### src/rtl/hcbd_pkg.sv
`timescale 1ns / 1ps
`default_nettype none

package hcbd_pkg;

	// width of the chunk size accumulator and of the per-chunk down counter
	localparam int unsigned SIZE_BITS = 32;
	// fixed widths of the counters and of the limit register
	localparam int unsigned LEN_BITS  = 32;
	// depth of the result queue between parser and output stage
	localparam int unsigned Q_DEPTH   = 2;
	localparam int unsigned Q_PTR_W   = (Q_DEPTH > 1) ? $clog2(Q_DEPTH) : 1;
	localparam int unsigned Q_CNT_W   = $clog2(Q_DEPTH + 1);

	localparam logic [LEN_BITS-1:0] MAX_LEN_RESET = '1;

	// ascii codes the size line parser looks at
	localparam logic [7:0] CH_SPACE = 8'h20;
	localparam logic [7:0] CH_TAB   = 8'h09;
	localparam logic [7:0] CH_LF    = 8'h0A;
	localparam logic [7:0] CH_VT    = 8'h0B;
	localparam logic [7:0] CH_FF    = 8'h0C;
	localparam logic [7:0] CH_CR    = 8'h0D;
	localparam logic [7:0] CH_PLUS  = 8'h2B;
	localparam logic [7:0] CH_MINUS = 8'h2D;

	typedef enum logic [2:0] {
		PH_IDLE  = 3'd0,
		PH_LEAD  = 3'd1,
		PH_DIGIT = 3'd2,
		PH_REST  = 3'd3,
		PH_CR    = 3'd4,
		PH_DATA  = 3'd5,
		PH_TRAIL = 3'd6,
		PH_HALT  = 3'd7
	} phase_t;

	typedef enum logic [1:0] {
		KIND_DATA = 2'd0,
		KIND_END  = 2'd1,
		KIND_SIZE = 2'd2,
		KIND_LONG = 2'd3
	} kind_t;

	typedef struct packed {
		logic [7:0] data_byte;
		logic       start_of_body;
	} in_req_t;

	typedef struct packed {
		logic [7:0]          out_byte;
		logic [1:0]          out_kind;
		logic [LEN_BITS-1:0] body_length;
	} out_req_t;

	// hex digit decode: valid flag in bit 4, value in bits 3:0
	function automatic logic [4:0] hex_decode(input logic [7:0] c);
		logic [4:0] r;
		r = 5'd0;
		if (c >= 8'h30 && c <= 8'h39) begin
			r = {1'b1, 4'(c - 8'h30)};
		end else if (c >= 8'h61 && c <= 8'h66) begin
			r = {1'b1, 4'(c - 8'h57)};
		end else if (c >= 8'h41 && c <= 8'h46) begin
			r = {1'b1, 4'(c - 8'h37)};
		end
		return r;
	endfunction

endpackage

`default_nettype wire

### src/rtl/hcbd_front.sv
`timescale 1ns / 1ps
`default_nettype none

module hcbd_front import hcbd_pkg::*; (
	input  wire logic                clk,
	input  wire logic                arst_n,
	input  wire logic                cfg_we,
	input  wire logic [LEN_BITS-1:0] cfg_wdata,
	input  wire logic                acc_en,
	input  wire in_req_t             req,
	output logic                     res_valid,
	output out_req_t                 res
);

	logic [LEN_BITS-1:0]  max_len_q;
	phase_t               phase_q, ph_e, phase_d;
	logic [SIZE_BITS-1:0] size_q, size_e, size_d;
	logic [SIZE_BITS-1:0] left_q, left_e, left_d;
	logic [LEN_BITS-1:0]  pay_q, pay_e, pay_d;
	logic [LEN_BITS-1:0]  raw_q, raw_e, raw_d;
	logic                 neg_q, neg_e, neg_d;

	logic [7:0] c;
	logic [4:0] hx;
	logic       is_ws, is_cr, is_lf, is_sign, active, over, size_ovf, left_one;
	kind_t      kind;

	// start of body clears the parser before the byte is looked at
	always_comb begin
		c       = req.data_byte;
		hx      = hex_decode(c);
		is_ws   = (c == CH_SPACE) || (c == CH_TAB) || (c == CH_LF)
		          || (c == CH_VT) || (c == CH_FF);
		is_cr   = (c == CH_CR);
		is_lf   = (c == CH_LF);
		is_sign = (c == CH_PLUS) || (c == CH_MINUS);
		if (req.start_of_body) begin
			ph_e   = PH_LEAD;
			size_e = '0;
			left_e = '0;
			pay_e  = '0;
			raw_e  = '0;
			neg_e  = 1'b0;
		end else begin
			ph_e   = phase_q;
			size_e = size_q;
			left_e = left_q;
			pay_e  = pay_q;
			raw_e  = raw_q;
			neg_e  = neg_q;
		end
		active   = (ph_e != PH_IDLE) && (ph_e != PH_HALT);
		over     = (raw_e >= max_len_q);
		size_ovf = (size_e[SIZE_BITS-1 -: 4] != 4'd0);
		left_one = (left_e == SIZE_BITS'(1));
	end

	// next state
	always_comb begin
		phase_d = ph_e;
		if (active) begin
			if (over) begin
				phase_d = PH_HALT;
			end else begin
				unique case (ph_e)
					PH_LEAD: begin
						priority if (is_ws) phase_d = PH_LEAD;
						else if (is_cr)     phase_d = PH_CR;
						else if (is_sign)   phase_d = PH_DIGIT;
						else if (!hx[4])    phase_d = PH_REST;
						else                phase_d = PH_DIGIT;
					end
					PH_DIGIT: begin
						priority if (hx[4]) phase_d = size_ovf ? PH_HALT : PH_DIGIT;
						else if (is_cr)     phase_d = PH_CR;
						else                phase_d = PH_REST;
					end
					PH_REST: begin
						if (is_cr) phase_d = PH_CR;
					end
					PH_CR: begin
						priority if (is_cr)        phase_d = PH_CR;
						else if (!is_lf)           phase_d = PH_REST;
						else if (size_e == '0)     phase_d = PH_HALT;
						else if (neg_e)            phase_d = PH_HALT;
						else                       phase_d = PH_DATA;
					end
					PH_DATA: begin
						if (left_one) phase_d = PH_TRAIL;
					end
					PH_TRAIL: begin
						if (left_one) phase_d = PH_LEAD;
					end
					default: phase_d = ph_e;
				endcase
			end
		end
	end

	// outputs and datapath
	always_comb begin
		size_d    = size_e;
		left_d    = left_e;
		pay_d     = pay_e;
		raw_d     = raw_e;
		neg_d     = neg_e;
		res_valid = 1'b0;
		kind      = KIND_DATA;
		res       = '0;
		if (active) begin
			if (over) begin
				res_valid = 1'b1;
				kind      = KIND_LONG;
			end else begin
				raw_d = raw_e + LEN_BITS'(1);
				unique case (ph_e)
					PH_LEAD: begin
						if (!is_ws && !is_cr) begin
							if (is_sign) begin
								neg_d = (c == CH_MINUS);
							end else if (hx[4]) begin
								size_d = {size_e[SIZE_BITS-5:0], hx[3:0]};
							end
						end
					end
					PH_DIGIT: begin
						if (hx[4]) begin
							if (size_ovf) begin
								res_valid = 1'b1;
								kind      = KIND_SIZE;
							end else begin
								size_d = {size_e[SIZE_BITS-5:0], hx[3:0]};
							end
						end
					end
					PH_CR: begin
						if (is_lf) begin
							if (size_e == '0) begin
								res_valid = 1'b1;
								kind      = KIND_END;
							end else if (neg_e) begin
								res_valid = 1'b1;
								kind      = KIND_SIZE;
							end else begin
								left_d = size_e;
							end
						end
					end
					PH_DATA: begin
						pay_d     = pay_e + LEN_BITS'(1);
						left_d    = left_one ? SIZE_BITS'(2) : left_e - SIZE_BITS'(1);
						res_valid = 1'b1;
						kind      = KIND_DATA;
					end
					PH_TRAIL: begin
						left_d = left_e - SIZE_BITS'(1);
						if (left_one) begin
							size_d = '0;
							neg_d  = 1'b0;
						end
					end
					default: ;
				endcase
			end
		end
		res.out_kind    = kind;
		res.out_byte    = (kind == KIND_DATA) ? c : 8'd0;
		res.body_length = pay_d;
	end

	always_ff @(posedge clk or negedge arst_n) begin
		if (!arst_n) begin
			max_len_q <= MAX_LEN_RESET;
		end else if (cfg_we) begin
			max_len_q <= cfg_wdata;
		end
	end

	always_ff @(posedge clk or negedge arst_n) begin
		if (!arst_n) begin
			phase_q <= PH_IDLE;
			size_q  <= '0;
			left_q  <= '0;
			pay_q   <= '0;
			raw_q   <= '0;
			neg_q   <= 1'b0;
		end else if (acc_en) begin
			phase_q <= phase_d;
			size_q  <= size_d;
			left_q  <= left_d;
			pay_q   <= pay_d;
			raw_q   <= raw_d;
			neg_q   <= neg_d;
		end
	end

endmodule

`default_nettype wire

### src/rtl/hcbd_queue.sv
`timescale 1ns / 1ps
`default_nettype none

module hcbd_queue import hcbd_pkg::*; (
	input  wire logic     clk,
	input  wire logic     arst_n,
	input  wire logic     push,
	input  wire out_req_t push_data,
	input  wire logic     pop,
	output logic          full,
	output logic          not_empty,
	output out_req_t      head
);

	out_req_t             slot_q [Q_DEPTH];
	logic [Q_PTR_W-1:0]   wr_ptr_q, rd_ptr_q;
	logic [Q_CNT_W-1:0]   count_q;

	assign full      = (count_q == Q_CNT_W'(Q_DEPTH));
	assign not_empty = (count_q != '0);
	assign head      = slot_q[rd_ptr_q];

	function automatic logic [Q_PTR_W-1:0] ptr_inc(input logic [Q_PTR_W-1:0] p);
		return (p == Q_PTR_W'(Q_DEPTH - 1)) ? '0 : p + Q_PTR_W'(1);
	endfunction

	always_ff @(posedge clk) begin
		if (push) begin
			slot_q[wr_ptr_q] <= push_data;
		end
	end

	always_ff @(posedge clk or negedge arst_n) begin
		if (!arst_n) begin
			wr_ptr_q <= '0;
			rd_ptr_q <= '0;
			count_q  <= '0;
		end else begin
			if (push) wr_ptr_q <= ptr_inc(wr_ptr_q);
			if (pop)  rd_ptr_q <= ptr_inc(rd_ptr_q);
			unique case ({push, pop})
				2'b10:   count_q <= count_q + Q_CNT_W'(1);
				2'b01:   count_q <= count_q - Q_CNT_W'(1);
				default: count_q <= count_q;
			endcase
		end
	end

endmodule

`default_nettype wire

### src/rtl/hcbd_back.sv
`timescale 1ns / 1ps
`default_nettype none

module hcbd_back import hcbd_pkg::*; (
	input  wire logic     clk,
	input  wire logic     arst_n,
	input  wire logic     q_not_empty,
	input  wire out_req_t q_head,
	output logic          q_pop,
	output logic          dst_valid,
	input  wire logic     dst_ready,
	output out_req_t      dst_data
);

	logic     valid_q;
	out_req_t data_q;

	// refill the output register whenever it is empty or being taken
	assign q_pop     = q_not_empty && (!valid_q || dst_ready);
	assign dst_valid = valid_q;
	assign dst_data  = data_q;

	always_ff @(posedge clk or negedge arst_n) begin
		if (!arst_n) begin
			valid_q <= 1'b0;
		end else if (!valid_q || dst_ready) begin
			valid_q <= q_not_empty;
		end
	end

	always_ff @(posedge clk) begin
		if (q_pop) begin
			data_q <= q_head;
		end
	end

endmodule

`default_nettype wire

### src/rtl/http_chunked_body_decoder.sv
`timescale 1ns / 1ps
`default_nettype none

// channel   | direction | handshake                | payload
// ----------+-----------+--------------------------+---------------------------------
// src       | in        | src_valid / src_ready    | in_req_t  (data_byte, start_of_body)
// dst       | out       | dst_valid / dst_ready    | out_req_t (out_byte, out_kind, body_length)
// cfg       | in        | cfg_we, no back-pressure | max_body_length
//
// one raw byte is taken per clock while src_ready is high; each byte is parsed in the cycle it arrives
// at most one request per byte goes into a two-entry queue, then to the output register
// src_ready drops only while the queue holds two requests that have not moved on
// a result passes a queue slot and the output register; reset leaves the parser idle and the
// limit at all ones, and bytes without a start flag are dropped until a body begins

module http_chunked_body_decoder import hcbd_pkg::*; (
	input  wire logic                clk,
	input  wire logic                arst_n,
	input  wire logic                cfg_we,
	input  wire logic [LEN_BITS-1:0] cfg_wdata,
	input  wire logic                src_valid,
	output logic                     src_ready,
	input  wire in_req_t             src_data,
	output logic                     dst_valid,
	input  wire logic                dst_ready,
	output out_req_t                 dst_data
);

	logic     accept;
	logic     res_valid;
	out_req_t res;
	logic     q_full, q_not_empty, q_pop;
	out_req_t q_head;

	// front: size line parser and chunk byte counting, one byte per accepted request
	assign src_ready = !q_full;
	assign accept    = src_valid && src_ready;

	hcbd_front u_front (
		.clk       (clk),
		.arst_n    (arst_n),
		.cfg_we    (cfg_we),
		.cfg_wdata (cfg_wdata),
		.acc_en    (accept),
		.req       (src_data),
		.res_valid (res_valid),
		.res       (res)
	);

	// short queue decouples parsing from output stalls
	hcbd_queue u_queue (
		.clk       (clk),
		.arst_n    (arst_n),
		.push      (accept && res_valid),
		.push_data (res),
		.pop       (q_pop),
		.full      (q_full),
		.not_empty (q_not_empty),
		.head      (q_head)
	);

	// back: output register towards the consumer
	hcbd_back u_back (
		.clk         (clk),
		.arst_n      (arst_n),
		.q_not_empty (q_not_empty),
		.q_head      (q_head),
		.q_pop       (q_pop),
		.dst_valid   (dst_valid),
		.dst_ready   (dst_ready),
		.dst_data    (dst_data)
	);

endmodule

`default_nettype wire

### config.mk
export PLATFORM = sky130hd
export DESIGN_NAME = http_chunked_body_decoder
export DESIGN_NICKNAME = d
export VERILOG_FILES = /design/src/rtl/hcbd_pkg.sv /design/src/rtl/hcbd_front.sv /design/src/rtl/hcbd_queue.sv /design/src/rtl/hcbd_back.sv /design/src/rtl/http_chunked_body_decoder.sv
export SDC_FILE = /design/constraint.sdc
export NUM_CORES = 1
export LEC_CHECK = 0
export BUFFER_PORTS_ARGS = -buffer_cell sky130_fd_sc_hd__buf_4
export CORE_AREA = 5 5 174 176
export CTS_BUF_LIST = sky130_fd_sc_hd__clkbuf_2 sky130_fd_sc_hd__clkbuf_4 sky130_fd_sc_hd__clkbuf_8
export CTS_CLUSTER_SIZE = 40
export DETAILED_ROUTE_END_ITERATION = 16
export DIE_AREA = 0 0 179 181
export PLACE_DENSITY_LB_ADDON = 0.12
export SLEW_MARGIN = 40
export SYNTH_ARGS = -nofsm -noshare
export SYNTH_HDL_FRONTEND = slang
export SYNTH_HIERARCHICAL = 1
export SYNTH_SLANG_ARGS = --single-unit
### constraint.sdc
create_clock -name clk -period 5.25 [get_ports clk]
set_clock_uncertainty 0.15 [all_clocks]
set_input_delay 1.05 -clock clk [delete_from_list [all_inputs] [get_ports clk]]
set_output_delay 1.05 -clock clk [all_outputs]
set_load 0.05 [all_outputs]
# ---- Word level (Yosys, flattened, before mapping)
# Memory sizes are Yosys's and may differ from the RTL's. A register that Yosys moved wholly into a read port is not among the register bits.
# Cells that the tools add are included.
dict set report word_totals {
  romBits 0
  memories 1
  ram_bits 84
  register_bits 169
  latchBits 0
}
# name depth width read_ports rd_clocked_by_memory_dff wr line
set memory_table {}
lappend memory_table {u_queue.slot_q 2 42 1 1 1 hcbd_queue.sv:15} ;# out_req_t slot_q [Q_DEPTH];
dict set report classes {
  n_mux 75
  multipliers 0
  eq_ne 19
  shift 0
  n_reduce_logical 24
  addsub 10
  n_lt_le_gt_ge 7
  bitwise_logic 0
  div 0
}
# cell count
set ops {}
lappend ops {{two-way mux 32 bit} 23}
lappend ops {{case mux 32 bit (3 select lines)} 2}
lappend ops {{adder 32 x 1 -> 32 bit (second input constant)} 2}
lappend ops {{two-way mux 3 bit} 15}
lappend ops {{equality test 8 x 4 -> 1 bit (second input constant)} 5}
lappend ops {{equality test 32 x 1 -> 1 bit (second input constant)} 1}
lappend ops {{greater-or-equal comparator 32 bit} 1}
lappend ops {{zero test 32 bit} 1}
lappend ops {{subtractor 32 x 1 -> 32 bit (second input constant)} 1}
lappend ops {{equality test 8 x 6 -> 1 bit (second input constant)} 3}
lappend ops {{two-way mux 1 bit} 18}
lappend ops {{case mux 3 bit (6 select lines)} 1}
lappend ops {{greater-or-equal comparator 8 x 7 -> 1 bit (second input constant)} 2}
lappend ops {{less-or-equal comparator 8 x 7 -> 1 bit (second input constant)} 2}
lappend ops {{two-way mux 2 bit} 8}
lappend ops {{two-way mux 5 bit} 3}
lappend ops {{equality test 3 bit (second input constant)} 3}
lappend ops {{greater-or-equal comparator 8 x 6 -> 1 bit (second input constant)} 1}
lappend ops {{less-or-equal comparator 8 x 6 -> 1 bit (second input constant)} 1}
lappend ops {{logical AND 1 bit} 8}
lappend ops {{two-way mux 8 bit} 1}
lappend ops {{case mux 2 bit (2 select lines)} 2}
lappend ops {{subtractor 4 x 3 -> 4 bit (second input constant)} 2}
lappend ops {{equality test 3 x 2 -> 1 bit (second input constant)} 2}
lappend ops {{other kinds (16)} 27}

# ---- Logic depth before layout (Yosys ltp)
dict set report logic_depth {
  word_depth 12
  ltp_mapped 24
}

# ---- Cells and area by module
# Netlist, hierarchy kept.
# module cells_each instances area_each_um2
set by_module_without_submodules {}
lappend by_module_without_submodules {hcbd_front 1351 1 11487.3}
lappend by_module_without_submodules {hcbd_queue 147 1 3419.5}
lappend by_module_without_submodules {hcbd_back 46 1 1305.0}
lappend by_module_without_submodules {http_chunked_body_decoder 3 1 18.8}

# ---- Least setup slack after synthesis
# No wires, ideal clock.
dict set report synth_path {
  path_type {input port to flip-flop}
  from {in src_data[0] in the netlist's numbering}
  to {mem u_queue/slot_q[0][0] in the netlist's numbering (enable)}
  path_stages 21
  t_arrival_ps 6588
  setup_slack_ps -1930
  setup_ps 441
  required_time_ps 4659
  path_buffers 9
  cell_sequence {clkbuf_1 -> buf_4 -> buf_4 -> buf_2 -> buf_2 -> clkbuf_1 -> clkbuf_1 -> nor2b_1 -> ha_1 -> and3_1 -> o2111ai_1 -> or4_1 -> nand4b_2 -> buf_2 -> a21oi_1 -> buf_2 -> nor2_1 -> a31o_2 -> and3b_1 -> inv_1 -> nor2_1}
}
dict set report synth_via {
  elab_chain_cells 10
  word_cells_on_any_way 24
  cone_classes {order compare (1); eq/ne (4); mux (14); reduce/logical (5)}
}
# item line
set synth_rtl {}
lappend synth_rtl {{start: declaration} http_chunked_body_decoder.sv:23} ;# input wire in_req_t src_data,
lappend synth_rtl {{branches (longest 6 deep; another with greater-or-equal comparator 32 bit)} -}
lappend synth_rtl {{two-way mux 1 bit *} hcbd_front.sv:110} ;# if (active) begin
lappend synth_rtl {{named net res_valid} http_chunked_body_decoder.sv:30} ;# logic res_valid;
lappend synth_rtl {{logical AND 1 bit *} http_chunked_body_decoder.sv:54} ;# .push (accept && res_valid),
lappend synth_rtl {{two-way mux 1 bit *} hcbd_queue.sv:28} ;# if (push) begin
lappend synth_rtl {{two-way mux 1 bit (not written as such) *} hcbd_queue.sv:29} ;# slot_q[wr_ptr_q] <= push_data;
lappend synth_rtl {{end: declaration} hcbd_queue.sv:15}
# Mark *: on every way through the listed nets, which the timed path passes.

# ---- Worst setup path after layout
dict set report layout_path {
  from {in src_data[0] in the netlist's numbering}
  to {reg u_queue.count_q[1]}
}
dict set report layout_via {
  elab_chain_cells 10
  word_cells_on_any_way 26
  cone_classes {order compare (1); eq/ne (6); mux (13); reduce/logical (6)}
}
# item line
set layout_rtl {}
lappend layout_rtl {{branches (longest 6 deep; another with greater-or-equal comparator 32 bit)} -}
lappend layout_rtl {{two-way mux 1 bit *} hcbd_front.sv:110}
lappend layout_rtl {{named net res_valid} http_chunked_body_decoder.sv:30}
lappend layout_rtl {{logical AND 1 bit *} http_chunked_body_decoder.sv:54}
lappend layout_rtl {{equality test 2 x 1 -> 1 bit or equality test 2 bit (tied branches)} hcbd_queue.sv:41} ;# unique case ({push, pop})
lappend layout_rtl {{case mux 2 bit (2 select lines) or nonzero test 2 bit (tied branches)} -}
lappend layout_rtl {{end signal: assignment} hcbd_queue.sv:42} ;# 2'b10: count_q <= count_q + Q_CNT_W'(1);
lappend layout_rtl {{end signal: assignment} hcbd_queue.sv:43} ;# 2'b01: count_q <= count_q - Q_CNT_W'(1);
lappend layout_rtl {{end signal: assignment} hcbd_queue.sv:44} ;# default: count_q <= count_q;
lappend layout_rtl {{end: declaration} hcbd_queue.sv:17} ;# logic [Q_CNT_W-1:0] count_q;
# Marks and branches as above.
# A chain may end at the register's enable or synchronous reset.

==> results.json <==
{
  "p_switching_mw": 2.92,
  "core-area_um2": 28500,
  "start_util": 0.570,
  "ys_async_sr_fraction": 0.573,
  "antenna_left": 0,
  "row_count": 62,
  "die_h_um": 181,
  "syn_inst": 1547,
  "slew_violations": 0,
  "timing.final.crit_share": 0.796,
  "intPower_mw": 4.95,
  "fin_ws_ps": 1070,
  "ys.flop_type": "dfrtp_1",
  "cts_resized": 0,
  "crit_path_max_fanout": 28,
  "maxCapViolCount": 0,
  "cts.sink_count": 295,
  "r2r-end": "u_queue/slot_q[1][25]",
  "gr-usage-met1": 0.334,
  "met2_usage": 0.397,
  "syn_area_per_cell_um2": 10.5,
  "status": "completed",
  "drt-pass1-iter-count": 7,
  "finalSetupTns_ps": 0,
  "drc": 0,
  "tightest_slew_ps": 819,
  "die-area_um2": 32400,
  "place.gp.congestion": 0.901,
  "num_io_pins": 90,
  "slew_headroom": 0.453,
  "grtUsageMet3": 0.0353,
  "cp-start-kind": "input pin",
  "p_leak_nw": 7.50,
  "place_ws_ps": 500,
  "dp_cells": 1964,
  "comb_power_share": 0.342,
  "drive_gt1_frac": 0.207,
  "grt_pass1_vias": 12500,
  "power.total_mw": 7.87,
  "crit_arrival_ps": 4530,
  "final_common_cell": "nand2_1",
  "muxShareOfSynthArea": 0.0496,
  "power_density_nw_per_um2": 431,
  "synth_fp_nets": 1635,
  "setup_viol": 0,
  "drtIter0Drc": 1023,
  "crit_type": "in2reg",
  "vias_per_cell": 6.15,
  "synth-simple-area-share": 0.183,
  "r2r_slack_ps": 1490,
  "sw_frac_of_total": 0.371,
  "power.share.sequential": 0.394,
  "ys_seq_area_frac": 0.496,
  "n_antenna_cell": 0,
  "finalCriticalPeriod_ps": 4180,
  "worstPathRequired_ps": 5600,
  "place_hpwl_mm": 26.1,
  "htreeDepth": 2,
  "grt_most_used_layer": "met2",
  "antenna_found_initial": 0,
  "r2r-start": "u_front/raw_q[7]",
  "ys_ff_latch": 295,
  "grt_setup_unrepaired": "false",
  "finalNonFillerCells": 2054,
  "min_path_type": "in2async",
  "syn_area_um2": 16200,
  "layout_common_cells": "nand2_1, dfrtp_1, edfxtp_1",
  "timing.hold.ws_ps": 170,
  "grt_max_degree": 94,
  "reg2reg_depth": 13,
  "synthToLayoutAreaGrowth_pct": 12.5,
  "cts_buffer_depth": 3,
  "synth-adder-area-share": 0.0324,
  "yosysUniqueCellTypes": 96,
  "p_clk_frac": 0.264,
  "synth-warning-count": 6,
  "synth-edff-count": 126,
  "overflow": 0,
  "path_clk_slew_ps": 60,
  "grt_usage": 0.242,
  "grt_pass1_wl_mm": 64.7,
  "portBuffers": 89,
  "cts_buffers": 49,
  "cts_tree": "done",
  "finalHoldViolCount": 0,
  "cts_hold_buf": 0,
  "num_vias": 12600,
  "root_buffer": "clkbuf_8",
  "cp-end-kind": "flip-flop",
  "routed_wl_mm": 39.5,
  "clk_latency_ps": 580,
  "synth_compound_area_frac": 0.164,
  "die_w_um": 179,
  "fmaxAchievable_ghz": 0.239,
  "detail_route.wl_per_cell_um": 19.2,
  "cts_setup_buffers": 0,
  "synth_xor_area_frac": 0.0291,
  "final_nets": 1720,
  "vdd_ir_drop_max_uv": 191,
  "synth_top_family_by_area": "simple AND/OR/NAND/NOR gates"
}
logic make-up (layout without fill, tap and decap cells):
family,count (synthesis),after routing
AND/OR/NAND/NOR,573,573
XOR/XNOR,54,54
adder cells (fa/ha/maj),42,42
buffers and inverters,158,281
flip-flops,295,295
AO/OA/AOI/OAI,365,365
multiplexers,60,60
cells in the mapped netlist, types with 40 or more instances:
library cell | n | area share
nand4_1 | 40 | 0.015
nand3_1 | 59 | 0.018
nor2_1 | 98 | 0.023
nor2b_1 | 53 | 0.020
clkbuf_1 | 56 | 0.013
nand2_1 | 161 | 0.037
dfrtp_1 | 137 | 0.21
edfxtp_1 | 126 | 0.23
a21oi_1 | 61 | 0.019
inv_1 | 63 | 0.015
o21ai_0 | 90 | 0.028
ha_1 | 42 | 0.032
per-stage QoR:
step / area (um^2) / util
2_1_floorplan: 16300 / -
3_3_place_gp: 17200 / 0.605
3_5_place_dp: 17200 / 0.605
4_1_cts: 18200 / 0.641
5_1_grt: 18300 / 0.642
6_report: 18300 / 0.642
state kept, by name (all words and copies together), names as in the netlist:
register	flops
u_front/phase_q	3
u_queue/slot_q	84
u_front/left_q	32
u_queue/count_q	2
u_queue/wr_ptr_q	1
u_front/max_len_q	32
u_front/raw_q	32
u_front/neg_q	1
u_back/dst_data	42
u_back/dst_valid	1
u_queue/rd_ptr_q	1
u_front/size_q	32
u_front/pay_q	32
power by group through the flow:
stage	clock network, mW	registers [mW]	logic, mW
finish	2.08	3.10	2.69
floorplan	0	3.52	1.62
detailed placement	0	3.14	2.67
global placement	0	3.13	2.63
global route	2.23	3.15	2.90
CTS	2.13	3.10	2.68
worst max-delay path, stage by stage:
cell and delay (ps):
buf_4 200, buf_4 190, nor2b_1 170, ha_1 270, and2_0 180, a221o_1 360
a211o_2 460, a211oi_2 380, nand3b_1 120, a31o_2 240, and3b_2 230, inv_2 90
ha_1 260, nor2_1 140, xor2_1 150
how the worst max path moves through the flow:
stage,startpoint,to,slack (ps),cells after the start
2_1_floorplan,src_data[0],u_queue/slot_q[0][0],4,21
3_3_place_gp,src_data[0],u_front/raw_q[22],540,12
3_5_place_dp,src_data[0],u_queue/count_q[1],500,15
4_1_cts,src_data[0],u_queue/slot_q[1][25],1100,14
5_1_grt,src_data[0],u_queue/count_q[1],860,15
6_report,src_data[0],u_queue/count_q[1],1070,15
metal layers:
layer / wire [um] / vias to the layer above
met1: 17100 / 6141
met2: 18900 / 469
met4: 1010 / 0
met3: 2480 / 80
li1: - / 5946
met5: 0 / -
cell type report:
class | instances | area [um^2]
fillers | 2305 | 10200
flip-flops and latches | 295 | 8050
multi-input cells | 1094 | 7480
repair buffers | 127 | 993
clock buffers | 74 | 906
well taps | 384 | 480
inverters | 65 | 244
clock inverters | 15 | 105
No activity file was read; power rests on OpenSTA's default activity.
